===== config.mk =====
export PLATFORM = sky130hd
export DESIGN_NAME = vector_pair_distance_top_flat
export DESIGN_NICKNAME = d
export VERILOG_FILES = /design/src/rtl/core/vpd_pkg.sv /design/src/rtl/core/vpd_ifs.sv /design/src/rtl/core/vpd_front.sv /design/src/rtl/core/vpd_queue.sv /design/src/rtl/core/vpd_back.sv /design/src/rtl/core/vector_pair_distance_top.sv /design/src/flat_wrapper.sv
export SDC_FILE = /design/constraint.sdc
export NUM_CORES = 2
export LEC_CHECK = 0
export BUFFER_PORTS_ARGS = -buffer_cell sky130_fd_sc_hd__buf_2
export CORE_MARGIN = 3
export CORE_UTILIZATION = 45
export CTS_CLUSTER_DIAMETER = 100
export DETAILED_ROUTE_END_ITERATION = 10
export PLACE_DENSITY = 0.59
export SYNTH_ARGS = -nofsm -noshare
export SYNTH_HDL_FRONTEND = slang
export SYNTH_HIERARCHICAL = 1
export SYNTH_SLANG_ARGS = --single-unit

===== constraint.sdc =====
create_clock -name clk -period 9.5 [get_ports clk]
set_clock_uncertainty 0.15 [all_clocks]
set_input_delay 0 -clock clk [delete_from_list [all_inputs] [get_ports clk]]
set_output_delay 0 -clock clk [all_outputs]
set_load 0.005 [all_outputs]

===== src/rtl/core/vpd_pkg.sv =====
// ----------------------------------------------------------------------------
// vpd_pkg
// shared types and constants of the vector pair distance block
// ----------------------------------------------------------------------------
package vpd_pkg;

	localparam int QUEUE_DEPTH_DEF = 4;

	localparam logic [1:0] MODE_MANHATTAN = 2'd0;
	localparam logic [1:0] MODE_BRAY      = 2'd1;
	localparam logic [1:0] MODE_JACCARD   = 2'd2;
	localparam logic [1:0] MODE_FISHER    = 2'd3;

	localparam logic [31:0] LN2_Q32      = 32'd2977044472;
	localparam logic [47:0] FISHER_EMPTY = 48'd4724314;
	localparam logic [24:0] LOG_BASE     = 25'h1000000;

	typedef struct packed {
		logic [16:0]        abs_diff;
		logic signed [16:0] pair_sum;
		logic               any_pos;
		logic               both_pos;
		logic [29:0]        product;
		logic               last;
	} item_t;

endpackage


===== src/rtl/core/vpd_ifs.sv =====
// ----------------------------------------------------------------------------
// vpd channel interfaces
// valid/ready channels for element pairs, results and the mode register
// ----------------------------------------------------------------------------
interface vpd_in_if;
	logic               valid;
	logic               ready;
	logic signed [15:0] x_value;
	logic signed [15:0] y_value;
	logic               last_pair;
	modport source (output valid, x_value, y_value, last_pair, input ready);
	modport sink (input valid, x_value, y_value, last_pair, output ready);
endinterface

interface vpd_out_if;
	logic               valid;
	logic               ready;
	logic signed [47:0] distance;
	logic               guard_hit;
	modport source (output valid, distance, guard_hit, input ready);
	modport sink (input valid, distance, guard_hit, output ready);
endinterface

interface vpd_cfg_if;
	logic       valid;
	logic       ready;
	logic [1:0] distance_mode;
	modport source (output valid, distance_mode, input ready);
	modport sink (input valid, distance_mode, output ready);
endinterface


===== src/rtl/core/vpd_front.sv =====
// ----------------------------------------------------------------------------
// vpd_front
// accepts element pairs and classifies them into queue entries
// ----------------------------------------------------------------------------
module vpd_front (
	vpd_in_if.sink         pair_in,
	input  logic           full,
	output logic           push,
	output vpd_pkg::item_t push_item
);

	logic signed [16:0] diff;
	logic               x_pos;
	logic               y_pos;

	always_comb begin
		x_pos = !pair_in.x_value[15] && (pair_in.x_value != 16'sd0);
		y_pos = !pair_in.y_value[15] && (pair_in.y_value != 16'sd0);
		diff  = 17'(pair_in.x_value) - 17'(pair_in.y_value);
		push_item.abs_diff = diff[16] ? 17'(-diff) : 17'(diff);
		push_item.pair_sum = 17'(pair_in.x_value) + 17'(pair_in.y_value);
		push_item.any_pos  = x_pos || y_pos;
		push_item.both_pos = x_pos && y_pos;
		push_item.product  = (x_pos && y_pos) ?
			30'(pair_in.x_value[14:0] * pair_in.y_value[14:0]) : 30'd0;
		push_item.last     = pair_in.last_pair;
	end

	assign pair_in.ready = !full;
	assign push          = pair_in.valid && !full;

endmodule


===== src/rtl/core/vpd_queue.sv =====
// ----------------------------------------------------------------------------
// vpd_queue
// short fifo between the front and back parts
// ----------------------------------------------------------------------------
module vpd_queue #(
	parameter int DEPTH = vpd_pkg::QUEUE_DEPTH_DEF
) (
	input  logic           clk,
	input  logic           arst_n,
	input  logic           push,
	input  vpd_pkg::item_t push_item,
	output logic           full,
	input  logic           pop,
	output vpd_pkg::item_t pop_item,
	output logic           empty
);

	localparam int PW = (DEPTH > 1) ? $clog2(DEPTH) : 1;
	localparam int CW = $clog2(DEPTH + 1);

	vpd_pkg::item_t    mem_q [DEPTH];
	logic [PW-1:0]     wr_ptr_q;
	logic [PW-1:0]     rd_ptr_q;
	logic [CW-1:0]     count_q;
	logic              do_push;
	logic              do_pop;

	assign full     = (count_q == CW'(DEPTH));
	assign empty    = (count_q == '0);
	assign pop_item = mem_q[rd_ptr_q];
	assign do_push  = push && !full;
	assign do_pop   = pop && !empty;

	always_ff @(posedge clk) begin
		if (do_push) begin
			mem_q[wr_ptr_q] <= push_item;
		end
	end

	always_ff @(posedge clk or negedge arst_n) begin
		if (!arst_n) begin
			wr_ptr_q <= '0;
			rd_ptr_q <= '0;
			count_q  <= '0;
		end else begin
			if (do_push) begin
				wr_ptr_q <= (wr_ptr_q == PW'(DEPTH - 1)) ? '0 : wr_ptr_q + 1'b1;
			end
			if (do_pop) begin
				rd_ptr_q <= (rd_ptr_q == PW'(DEPTH - 1)) ? '0 : rd_ptr_q + 1'b1;
			end
			if (do_push && !do_pop) begin
				count_q <= count_q + 1'b1;
			end else if (do_pop && !do_push) begin
				count_q <= count_q - 1'b1;
			end
		end
	end

endmodule


===== src/rtl/core/vpd_back.sv =====
// ----------------------------------------------------------------------------
// vpd_back
// accumulates queued pairs and works out the distance on the last pair
// ----------------------------------------------------------------------------
module vpd_back (
	input  logic           clk,
	input  logic           arst_n,
	input  logic           empty,
	input  vpd_pkg::item_t pop_item,
	output logic           pop,
	vpd_cfg_if.sink        cfg,
	vpd_out_if.source      dist_out
);

	localparam logic [3:0] ST_IDLE  = 4'd0;
	localparam logic [3:0] ST_SQRT  = 4'd1;
	localparam logic [3:0] ST_ACC   = 4'd2;
	localparam logic [3:0] ST_FIN   = 4'd3;
	localparam logic [3:0] ST_NORM  = 4'd4;
	localparam logic [3:0] ST_LOG   = 4'd5;
	localparam logic [3:0] ST_SCALE = 4'd6;
	localparam logic [3:0] ST_RND   = 4'd7;
	localparam logic [3:0] ST_DIV   = 4'd8;
	localparam logic [3:0] ST_OUT   = 4'd9;

	logic [1:0]         mode_q;
	logic [3:0]         state_q;
	logic [5:0]         step_q;
	logic               last_q;

	logic [24:0]        abs_q;
	logic signed [25:0] tot_q;
	logic [8:0]         both_q;
	logic [8:0]         any_q;
	logic [31:0]        root_q;
	logic               ovf_q;

	logic [45:0]        sq_v_q;
	logic [45:0]        sq_res_q;
	logic [45:0]        sq_bit_q;

	logic [40:0]        num_q;
	logic [25:0]        den_q;
	logic [25:0]        rem_q;

	logic [31:0]        y_q;
	logic [4:0]         p_q;
	logic [24:0]        l_q;
	logic               neg_q;
	logic [56:0]        mprod_q;

	logic [47:0]        dist_q;
	logic               guard_q;
	logic               out_valid_q;
	logic [47:0]        out_dist_q;
	logic               out_guard_q;

	logic [25:0]        abs_sum;
	logic signed [26:0] tot_sum;
	logic [46:0]        sq_trial;
	logic [26:0]        div_trial;
	logic [63:0]        y_sq;
	logic [32:0]        y_next;
	logic [32:0]        root_sum;
	logic [24:0]        log_t;
	logic [57:0]        rnd_sum;
	logic [22:0]        mag;
	logic               out_free;

	assign cfg.ready          = 1'b1;
	assign dist_out.valid     = out_valid_q;
	assign dist_out.distance  = out_dist_q;
	assign dist_out.guard_hit = out_guard_q;
	assign out_free           = !out_valid_q || dist_out.ready;
	assign pop                = (state_q == ST_IDLE) && !empty;

	always_comb begin
		abs_sum   = {1'b0, abs_q} + 26'(pop_item.abs_diff);
		tot_sum   = 27'(tot_q) + 27'(pop_item.pair_sum);
		sq_trial  = {1'b0, sq_res_q} + {1'b0, sq_bit_q};
		div_trial = {rem_q, num_q[40]};
		y_sq      = y_q * y_q;
		y_next    = y_sq[63:31];
		root_sum  = {1'b0, root_q} + 33'(sq_res_q[22:0]);
		log_t     = (l_q > vpd_pkg::LOG_BASE) ? l_q - vpd_pkg::LOG_BASE :
			vpd_pkg::LOG_BASE - l_q;
		rnd_sum   = {1'b0, mprod_q} + 58'h400000000;
		mag       = rnd_sum[57:35];
	end

	always_ff @(posedge clk) begin
		case (state_q)
			ST_IDLE: begin
				if (!empty) begin
					last_q   <= pop_item.last;
					sq_v_q   <= {pop_item.product, 16'd0};
					sq_res_q <= '0;
					sq_bit_q <= 46'h1 << 44;
				end
			end
			ST_SQRT: begin
				if ({1'b0, sq_v_q} >= sq_trial) begin
					sq_v_q   <= sq_v_q - sq_trial[45:0];
					sq_res_q <= (sq_res_q >> 1) + sq_bit_q;
				end else begin
					sq_res_q <= sq_res_q >> 1;
				end
				sq_bit_q <= sq_bit_q >> 2;
			end
			ST_FIN: begin
				guard_q <= 1'b0;
				dist_q  <= '0;
				rem_q   <= '0;
				y_q     <= root_q;
				p_q     <= 5'd31;
				case (mode_q)
					vpd_pkg::MODE_MANHATTAN: begin
						dist_q <= {15'd0, abs_q, 8'd0};
					end
					vpd_pkg::MODE_BRAY: begin
						guard_q <= (tot_q <= 26'sd0);
						num_q   <= {abs_q, 16'd0};
						den_q   <= {1'b0, tot_q[24:0]};
					end
					vpd_pkg::MODE_JACCARD: begin
						guard_q <= (any_q == 9'd0);
						num_q   <= {16'd0, any_q - both_q, 16'd0};
						den_q   <= {17'd0, any_q};
					end
					default: begin
						if (root_q == '0) begin
							guard_q <= 1'b1;
							dist_q  <= vpd_pkg::FISHER_EMPTY;
						end
					end
				endcase
			end
			ST_NORM: begin
				if (!y_q[31]) begin
					y_q <= y_q << 1;
					p_q <= p_q - 1'b1;
				end
				l_q <= {p_q, 20'd0};
			end
			ST_LOG: begin
				if (y_next[32]) begin
					l_q[5'd19 - step_q[4:0]] <= 1'b1;
					y_q <= y_next[32:1];
				end else begin
					y_q <= y_next[31:0];
				end
			end
			ST_SCALE: begin
				neg_q   <= (l_q > vpd_pkg::LOG_BASE);
				mprod_q <= log_t * vpd_pkg::LN2_Q32;
			end
			ST_RND: begin
				dist_q <= neg_q ? -48'(mag) : 48'(mag);
			end
			ST_DIV: begin
				if (div_trial >= {1'b0, den_q}) begin
					rem_q <= 26'(div_trial - {1'b0, den_q});
					num_q <= {num_q[39:0], 1'b1};
				end else begin
					rem_q <= div_trial[25:0];
					num_q <= {num_q[39:0], 1'b0};
				end
				if (step_q == 6'd40) begin
					dist_q <= 48'({num_q[39:0], div_trial >= {1'b0, den_q}});
				end
			end
			default: begin
			end
		endcase
		if (state_q == ST_OUT && out_free) begin
			out_dist_q  <= dist_q;
			out_guard_q <= guard_q || ovf_q;
		end
	end

	always_ff @(posedge clk or negedge arst_n) begin
		if (!arst_n) begin
			mode_q      <= vpd_pkg::MODE_MANHATTAN;
			state_q     <= ST_IDLE;
			step_q      <= '0;
			abs_q       <= '0;
			tot_q       <= '0;
			both_q      <= '0;
			any_q       <= '0;
			root_q      <= '0;
			ovf_q       <= 1'b0;
			out_valid_q <= 1'b0;
		end else begin
			if (cfg.valid) begin
				mode_q <= cfg.distance_mode;
			end
			if (dist_out.ready) begin
				out_valid_q <= 1'b0;
			end
			case (state_q)
				ST_IDLE: begin
					if (!empty) begin
						if (abs_sum[25]) begin
							abs_q <= '1;
							ovf_q <= 1'b1;
						end else begin
							abs_q <= abs_sum[24:0];
						end
						if (tot_sum[26] != tot_sum[25]) begin
							tot_q <= tot_sum[26] ? {1'b1, 25'd0} : {1'b0, {25{1'b1}}};
							ovf_q <= 1'b1;
						end else begin
							tot_q <= tot_sum[25:0];
						end
						if (pop_item.any_pos) begin
							if (any_q == '1) begin
								ovf_q <= 1'b1;
							end else begin
								any_q <= any_q + 1'b1;
							end
						end
						if (pop_item.both_pos) begin
							if (both_q == '1) begin
								ovf_q <= 1'b1;
							end else begin
								both_q <= both_q + 1'b1;
							end
						end
						step_q <= '0;
						if (pop_item.both_pos) begin
							state_q <= ST_SQRT;
						end else if (pop_item.last) begin
							state_q <= ST_FIN;
						end
					end
				end
				ST_SQRT: begin
					step_q <= step_q + 1'b1;
					if (step_q == 6'd22) begin
						state_q <= ST_ACC;
					end
				end
				ST_ACC: begin
					if (root_sum[32]) begin
						root_q <= '1;
						ovf_q  <= 1'b1;
					end else begin
						root_q <= root_sum[31:0];
					end
					state_q <= last_q ? ST_FIN : ST_IDLE;
				end
				ST_FIN: begin
					step_q <= '0;
					case (mode_q)
						vpd_pkg::MODE_MANHATTAN: state_q <= ST_OUT;
						vpd_pkg::MODE_BRAY: state_q <= (tot_q <= 26'sd0) ? ST_OUT : ST_DIV;
						vpd_pkg::MODE_JACCARD: state_q <= (any_q == 9'd0) ? ST_OUT : ST_DIV;
						default: state_q <= (root_q == '0) ? ST_OUT : ST_NORM;
					endcase
				end
				ST_NORM: begin
					if (y_q[31]) begin
						state_q <= ST_LOG;
					end
				end
				ST_LOG: begin
					step_q <= step_q + 1'b1;
					if (step_q == 6'd19) begin
						state_q <= ST_SCALE;
					end
				end
				ST_SCALE: state_q <= ST_RND;
				ST_RND: state_q <= ST_OUT;
				ST_DIV: begin
					step_q <= step_q + 1'b1;
					if (step_q == 6'd40) begin
						state_q <= ST_OUT;
					end
				end
				ST_OUT: begin
					if (out_free) begin
						out_valid_q <= 1'b1;
						abs_q       <= '0;
						tot_q       <= '0;
						both_q      <= '0;
						any_q       <= '0;
						root_q      <= '0;
						ovf_q       <= 1'b0;
						state_q     <= ST_IDLE;
					end
				end
				default: state_q <= ST_IDLE;
			endcase
		end
	end

endmodule


===== src/rtl/core/vector_pair_distance_top.sv =====
// ----------------------------------------------------------------------------
// vector_pair_distance_top
// manhattan, bray-curtis, jaccard and fisher distance of two streamed vectors
// ----------------------------------------------------------------------------
// channel   dir  payload                          transaction
// pair_in   in   x_value, y_value, last_pair      valid && ready
// dist_out  out  distance, guard_hit              valid && ready
// cfg       in   distance_mode                    valid && ready
//
// a pair is accumulated in the back part; when both elements are positive it
// also runs a bit serial square root, one result bit a cycle
// the last pair then runs the output step for manhattan, the divider for the
// divider modes and, for fisher, a mantissa shift and 20 squaring steps
// the queue lets the front take pairs while the back is busy or the result
// waits; control state and accumulators clear on reset, no clearing pass
// ----------------------------------------------------------------------------
module vector_pair_distance_top #(
	parameter int QUEUE_DEPTH = vpd_pkg::QUEUE_DEPTH_DEF
) (
	input  logic      clk,
	input  logic      arst_n,
	vpd_in_if.sink    pair_in,
	vpd_out_if.source dist_out,
	vpd_cfg_if.sink   cfg
);

	vpd_pkg::item_t push_item;
	vpd_pkg::item_t pop_item;
	logic           push;
	logic           pop;
	logic           full;
	logic           empty;

	vpd_front u_front (
		.pair_in   (pair_in),
		.full      (full),
		.push      (push),
		.push_item (push_item)
	);

	vpd_queue #(
		.DEPTH (QUEUE_DEPTH)
	) u_queue (
		.clk       (clk),
		.arst_n    (arst_n),
		.push      (push),
		.push_item (push_item),
		.full      (full),
		.pop       (pop),
		.pop_item  (pop_item),
		.empty     (empty)
	);

	vpd_back u_back (
		.clk      (clk),
		.arst_n   (arst_n),
		.empty    (empty),
		.pop_item (pop_item),
		.pop      (pop),
		.cfg      (cfg),
		.dist_out (dist_out)
	);

endmodule


===== src/flat_wrapper.sv =====
// flat-port wrapper written by rule: the top's interface ports become plain ports
module vector_pair_distance_top_flat 
#(
	parameter int QUEUE_DEPTH = vpd_pkg::QUEUE_DEPTH_DEF
)
  (clk, arst_n, pair_in_valid, pair_in_x_value, pair_in_y_value, pair_in_last_pair, pair_in_ready, dist_out_valid, dist_out_distance, dist_out_guard_hit, dist_out_ready, cfg_valid, cfg_distance_mode, cfg_ready);
  vpd_in_if pair_in_i ();
  vpd_out_if dist_out_i ();
  vpd_cfg_if cfg_i ();
  input  logic clk;
  input  logic arst_n;
  input wire logic [$bits(pair_in_i.valid)-1:0] pair_in_valid;
  input wire logic [$bits(pair_in_i.x_value)-1:0] pair_in_x_value;
  input wire logic [$bits(pair_in_i.y_value)-1:0] pair_in_y_value;
  input wire logic [$bits(pair_in_i.last_pair)-1:0] pair_in_last_pair;
  output wire logic [$bits(pair_in_i.ready)-1:0] pair_in_ready;
  output wire logic [$bits(dist_out_i.valid)-1:0] dist_out_valid;
  output wire logic [$bits(dist_out_i.distance)-1:0] dist_out_distance;
  output wire logic [$bits(dist_out_i.guard_hit)-1:0] dist_out_guard_hit;
  input wire logic [$bits(dist_out_i.ready)-1:0] dist_out_ready;
  input wire logic [$bits(cfg_i.valid)-1:0] cfg_valid;
  input wire logic [$bits(cfg_i.distance_mode)-1:0] cfg_distance_mode;
  output wire logic [$bits(cfg_i.ready)-1:0] cfg_ready;
  assign pair_in_i.valid = pair_in_valid;
  assign pair_in_i.x_value = pair_in_x_value;
  assign pair_in_i.y_value = pair_in_y_value;
  assign pair_in_i.last_pair = pair_in_last_pair;
  assign pair_in_ready = pair_in_i.ready;
  assign dist_out_valid = dist_out_i.valid;
  assign dist_out_distance = dist_out_i.distance;
  assign dist_out_guard_hit = dist_out_i.guard_hit;
  assign dist_out_i.ready = dist_out_ready;
  assign cfg_i.valid = cfg_valid;
  assign cfg_i.distance_mode = cfg_distance_mode;
  assign cfg_ready = cfg_i.ready;
  vector_pair_distance_top #(.QUEUE_DEPTH(QUEUE_DEPTH)) u_core (.clk(clk), .arst_n(arst_n), .pair_in(pair_in_i), .dist_out(dist_out_i), .cfg(cfg_i));
endmodule

Word level (Yosys, flattened, before mapping)

Memories as Yosys holds them, arrays and structs flattened.
Index checks and enable logic that the tools add are counted.
Widths: inputs -> output; s select.

Register bits after elaboration: 569
Latch bits: 0
RAM bits: 268
ROM bits: 0
Input port bits: 40
Output and inout port bits: 52
Logic and storage cells: 249
Memories: 1

Add/subtract/negate cells: 24
Multipliers: 3
Div/mod/pow operators: 0
$lt $le $gt $ge: 6
Equality and inequality tests: 36
Shift operators: 0
Muxes and demuxes: 89
Bitwise logic cells: 2
Reductions and logical operators: 58

Memory list:

| memory               | words | bits a word | read ports | clocked after Yosys merged registers in | write ports | line            | source |
|---|---|---|---|---|---|---|---|
| u_core.u_queue.mem_q | 4     | 67          | 1          | 0                                       | 1           | vpd_queue.sv:21 | `vpd_pkg::item_t mem_q [DEPTH];` |

Operator list:

| cell                   | number |
|---|---|
| $pmux 46 s2            | 3 |
| $mux 46                | 5 |
| $pmux 41 s2            | 2 |
| $pmux 26 s2            | 3 |
| $pmux 48 s3            | 1 |
| $mux 26                | 5 |
| $mux 32                | 4 |
| $mux 25                | 5 |
| $pmux 25 s2            | 2 |
| $mux 48                | 2 |
| $pmux 32 s3            | 1 |
| $pmux 33 s2            | 1 |
| $mul 32x32->64         | 1 |
| $pmux 32 s2            | 1 |
| $mux 9                 | 7 |
| $add 57x35->58 const B | 1 |
| $mul 25x29->54 const B | 1 |
| $neg 23->48            | 1 |
| $add 46x46->47         | 1 |
| $ge 46x47->1           | 1 |
| $add 45x46->46         | 1 |
| $sub 46x46->46         | 1 |
| $pmux 4 s10            | 1 |
| $mux 4                 | 9 |
| 72 further kinds       | 158 |

Depth between registers and ports, before layout

An unclocked memory read counts as a cell.

Depth in word-level cells: 10
Mapped depth: 36

Hierarchy

Netlist, hierarchy kept.

By module, submodules not included:

| module    | instances | cells each | area an instance (µm²) | seq. area each (µm²) |
|---|---|---|---|---|
| vpd_back  | 1         | 7,644      | 73,246.5               | 14,649.0 |
| vpd_queue | 1         | 388        | 10,119.7               | 8,222.9 |
| vpd_front | 1         | 1,176      | 9,589.2                | 0.0 |

Worst setup path before layout

No wires, ideal clock.

Path kind: flip-flop to flip-flop
From: register u_core.u_back.l_q[0]
To: register u_core.u_back.mprod_q[44] (data pin)
Setup time: 258 ps
Arrival time: 9,028 ps
Data required time: 9,092 ps
Path slack: 63 ps
Cell stages (with the launch flop): 34
Path buffers: 0
Cell sequence: edfxtp_1 -> inv_1 -> ha_1 -> or3b_2 -> nor4_4 -> nand3_4 -> nand2_4 -> inv_6 -> nor2_1 -> xor2_1 -> fa_1 -> inv_1 -> fa_1 -> fa_1 -> inv_1 -> fa_1 -> inv_1 -> fa_1 -> fa_1 -> inv_1 -> fa_1 -> inv_1 -> ha_1 -> nand4_1 -> nor2_1 -> nand3_1 -> nor2_1 -> nand2_1 -> o31a_1 -> o211ai_1 -> a221oi_1 -> o21bai_1 -> a21oi_1 -> xnor2_1

Cells in the longest elaborated chain, start to end: 3
Elaborated cells between the ends (all ways): 5

Ends and longest elaborated chain:

| item                                         | line            | source |
|---|---|---|
| from (decl)                                  | vpd_back.sv:48  | `logic [24:0] l_q;` |
| from (signal assigned)                       | vpd_back.sv:143 | `l_q <= {p_q, 20'd0};` |
| $sub 25x25->25, or another cell as far along | vpd_back.sv:86  | `vpd_pkg::LOG_BASE - l_q;` |
| $mux 25 *                                    | vpd_back.sv:85  | `log_t = (l_q > vpd_pkg::LOG_BASE) ? l_q - vpd_pkg::LOG_BASE :` |
| $mul 25x29->54 *                             | vpd_back.sv:155 | `mprod_q <= log_t * vpd_pkg::LN2_Q32;` |
| to (signal assigned)                         | vpd_back.sv:155 |  |
| to (decl)                                    | vpd_back.sv:50  | `logic [56:0] mprod_q;` |

Mark *: on every way between the ends. The rest lies on a longest branch, timed or not.
A chain may end at the register's enable or synchronous reset.

Worst setup path after layout

From: register u_core.u_back.y_q[2]
To: register u_core.u_back.y_q[1] (data pin)

Cells in the longest elaborated chain, start to end: 3

Ends and longest elaborated chain:

| item                   | line            | source |
|---|---|---|
| from (decl)            | vpd_back.sv:46  | `logic [31:0] y_q;` |
| from (signal assigned) | vpd_back.sv:114 | `y_q <= root_q;` |
| from (signal assigned) | vpd_back.sv:140 | `y_q <= y_q << 1;` |
| from (signal assigned) | vpd_back.sv:148 | `y_q <= y_next[32:1];` |
| $mul 32x32->64         | vpd_back.sv:82  | `y_sq = y_q * y_q;` |
| $mux 32                | vpd_back.sv:146 | `if (y_next[32]) begin` |
| $pmux 32 s3            | vpd_back.sv:92  | `case (state_q)` |

No other way between the ends.

==> flow_summary_export.csv <==
group,metric,value,unit
logic_synthesis,async_flop_share,15.60,%
timing,tightest_slew,1.237,ns
logic_synthesis,ys_seq_elements,782,
logic_synthesis,syn-cell-area,92960,sq um
logic_synthesis,synth-edff-count,660,
worst_setup_path,cp_slowest_cell,"fa_1",
logic_synthesis,synth_top_area_share,27.11,%
clock_tree,numClockSinks,782,
final_layout,fillers,18770,
timing,drv_slew,0,
min_path,hold_path.class,"in -> reg",
clock_tree,clk_pin_slew,0.06,ns
drt,dr_total_vias,65380,
floorplanning,die_y,460.5,um
logic_synthesis,synth.area.top_cells,"fa_1 27%, edfxtp_1 21%, ha_1 12%, inv_1 7.8%, dfrtp_1 3.3%",
final_layout,drive_above_1_share,8.062,%
drt,drc,0,
final_layout,syn_to_final_growth,9.270,%
placed_design,dpl_worst_slack,-0.02296,ns
logic_synthesis,synth_cell_type_count,109,
logic_synthesis,yosysWarnings,6,
drt,drtAntennaViolNets,0,
floorplanning,io_pins,92,
global_routing,grt_pass1_wl,393.1,mm
floorplanning,dieArea,212100,sq um
floorplanning,fp-row-count,166,
timing,layout_min_cycle_time,9.138,ns
clock_tree,cts_tree,"done",
worst_setup_path,critPathLaunchType,"flip-flop",
timing,setup_viol,0,
clock_tree,cts-root-buf,"clkbuf_16",
worst_setup_path,cpPeakStageDelay,0.54,ns
timing,max_freq,109.4,MHz
worst_setup_path,crit_type,"reg -> reg",
drt,firstDrtPassIters,8,
job,drv_cap,0,
worst_setup_path,critPathMaxFanout,18,
clock_tree,htree_levels,3,
worst_setup_path,required,9.78,ns
timing,rsz0062_at_grt,"false",
logic_synthesis,seq_area_frac_synth,24.61,%
logic_synthesis,synth_ff_type,"edfxtp_1",
worst_setup_path,crit_path_frequent_cell,"fa_1",
global_routing,globalRouteTotalUtil,23.60,%
logic_synthesis,syn_avg_cell_area,10.10,sq um
floorplanning,core,205000,sq um
global_routing,antenna_found_initial,6,
global_routing,grt_max_degree,83,
worst_setup_path,end_kind,"flip-flop",
status,outcome,"finished clean",
placed_design,gp_congestion,0.9211,
logic_synthesis,synth_top_area_cell,"fa_1",
drt,via_per_inst,5.374,
worst_setup_path,worstPathArrival,9.42,ns
timing,post-route-period-util,96.19,%
drt,drt_iter0_drc,4193,
min_path,min_path_cells,2,
drt,wl_per_cell,20.19,um
placed_design,hpwl,198.1,mm
timing,hold_viol_final,0,
timing,setup_slack,0.3624,ns
worst_setup_path,reg2reg_depth,31,
clock_tree,cts_buffers,91,
logic_synthesis,synth_cells,9208,
logic_synthesis,syn-num-nets,11400,
drt,finalWirelength,245.7,mm
final_layout,nets,11600,
placed_design,io_buffers,90,
floorplanning,start_util,45.34,%
clock_tree,cts_buffer_depth,3,
final_layout,fin_util,49.55,%
clock_tree,clock_latency,0.71,ns
global_routing,grt_pass1_vias,70300,
global_routing,grt-ovfl-total,0,
worst_setup_path,reg2reg_slack,0.36,ns
floorplanning,die_w,460.5,um
timing,slew_headroom,17.32,%
[sequential cells by signal, summed over array words and instances, names as in the netlist, 26 cells and up]
signal and count:
u_core/u_back/y_q 32, u_core/u_back/dist_q 48, u_core/u_back/dist_out.distance 48, u_core/u_back/tot_q 26
u_core/u_back/rem_q 26, u_core/u_queue/mem_q 268, u_core/u_back/num_q 41, u_core/u_back/sq_res_q 46
u_core/u_back/root_q 32, u_core/u_back/sq_v_q 46
[Yosys cell counts, drive strengths merged (87+ instances only)]
| library cell | instances |
|---|---|
| o21ai | 290 |
| xnor2 | 237 |
| a21oi | 381 |
| xor2 | 163 |
| edfxtp | 660 |
| nand3 | 87 |
| dfrtp | 122 |
| nand2 | 744 |
| nor3 | 103 |
| clkbuf | 255 |
| inv | 1935 |
| a21o | 163 |
| nor2 | 433 |
| ha | 894 |
| and2 | 354 |
| fa | 1259 |
[cell type report]
cell class / instances / area (sq um) / area share [%]
Clock inverter: 61 / 848.3 / 0.8352
Tap cell: 2688 / 3363 / 3.311
Clock buffer: 104 / 2379 / 2.342
Multi-Input combinational cell: 6192 / 61760 / 60.80
Antenna cell: 2 / 5.005 / 0.004927
Inverter: 1938 / 7283 / 7.171
Sequential cell: 782 / 22880 / 22.52
Timing Repair Buffer: 400 / 3057 / 3.009
[cells by family (layout without fill, tap and decap cells)]
kind of cell,count (synthesis),after routing,synth area share [%]
xor+xnor,400,400,3.769
other cells,1,3,0.004034
compound gates,1375,1375,9.738
flops,782,782,24.61
simple gates,2116,2116,11.04
buf+inv,2234,2503,9.180
mux,147,147,2.512
fa+ha+maj,2153,2153,39.15
[metrics by stage]
step	instances	hold WS (ns)	TNS (ns)	instance area, sq um
CTS	12140	0.008656	0	101200
detailed placement	11950	-0.1565	-0.02296	97760
floorplan	9208	-0.4456	0	92960
global route	12170	0.05423	0	101600
global placement	11950	-0.1718	0	97760
finish	12170	0.05594	0	101600
[placed cells by master, fill, tap and decap left out, types with 22 or more instances in the layout]
master,synthesis,routed
inv_1,1933,1927
fa_1,1259,1255
ha_1,894,894
nand2_1,743,740
edfxtp_1,660,660
nor2_1,433,429
a21oi_1,375,373
and2_1,353,350
buf_4,14,276
o21ai_0,285,275
xnor2_1,237,237
xor2_1,163,162
a21o_1,160,160
dfrtp_1,122,120
nor3_1,103,98
clkbuf_16,0,93
buf_2,15,89
nand3_1,86,85
nor2b_1,77,77
a31oi_1,70,69
mux4_2,67,67
mux2i_1,60,60
nand4_1,52,52
nand2b_1,49,49
and3_1,47,47
o21bai_1,48,47
o21a_1,44,44
a211oi_1,45,44
or3_1,43,43
a221o_1,41,41
o31ai_1,34,34
nor4_1,36,34
a22oi_1,32,31
o211ai_1,26,26
or2_2,24,24
a22o_1,22,22
[critical path: cells and delay by family, from the launching register on]
family,cells,cell delay [ns]
AOI/OAI and AO/OA,7,2.06
adders and majority gates,9,4.42
buffers and inverters,9,0.93
DFF,1,0.43
muxes,1,0.19
and+or+nand+nor,5,0.67
[worst paths after layout]
path | from | endpoint
max in group asynchronous | arst_n | u_core/u_back/root_q[9]
min reg2reg | u_core/u_back/dist_q[22] | u_core/u_back/dist_out.distance[22]
min in group asynchronous | arst_n | u_core/u_queue/wr_ptr_q[0]
max | u_core/u_back/y_q[2] | u_core/u_back/y_q[1]
max reg2reg | u_core/u_back/y_q[2] | u_core/u_back/y_q[1]
min | pair_in_last_pair | u_core/u_queue/mem_q[2][0]
[per-layer routing]
layer  up-vias  GRT usage (%)  share of wire [%]
li1      30390              -                  -
met1     33090          30.83                 43
met2      1533          40.85                 49
met3       373          2.276                4.3
met4         0          8.385                3.7
met5         -              0                  0
[timing repair]
action	CTS	global route
endpoints found under the hold margin	201	0
resized for setup	0	33
setup endpoints to repair	3	67
pin swaps	0	12
hold buffers	17	0
gates cloned	0	0
setup buffers	5	30
Power is not shown: default switching activity piles up to over one toggle a cycle in this logic, so the estimate is an artifact.
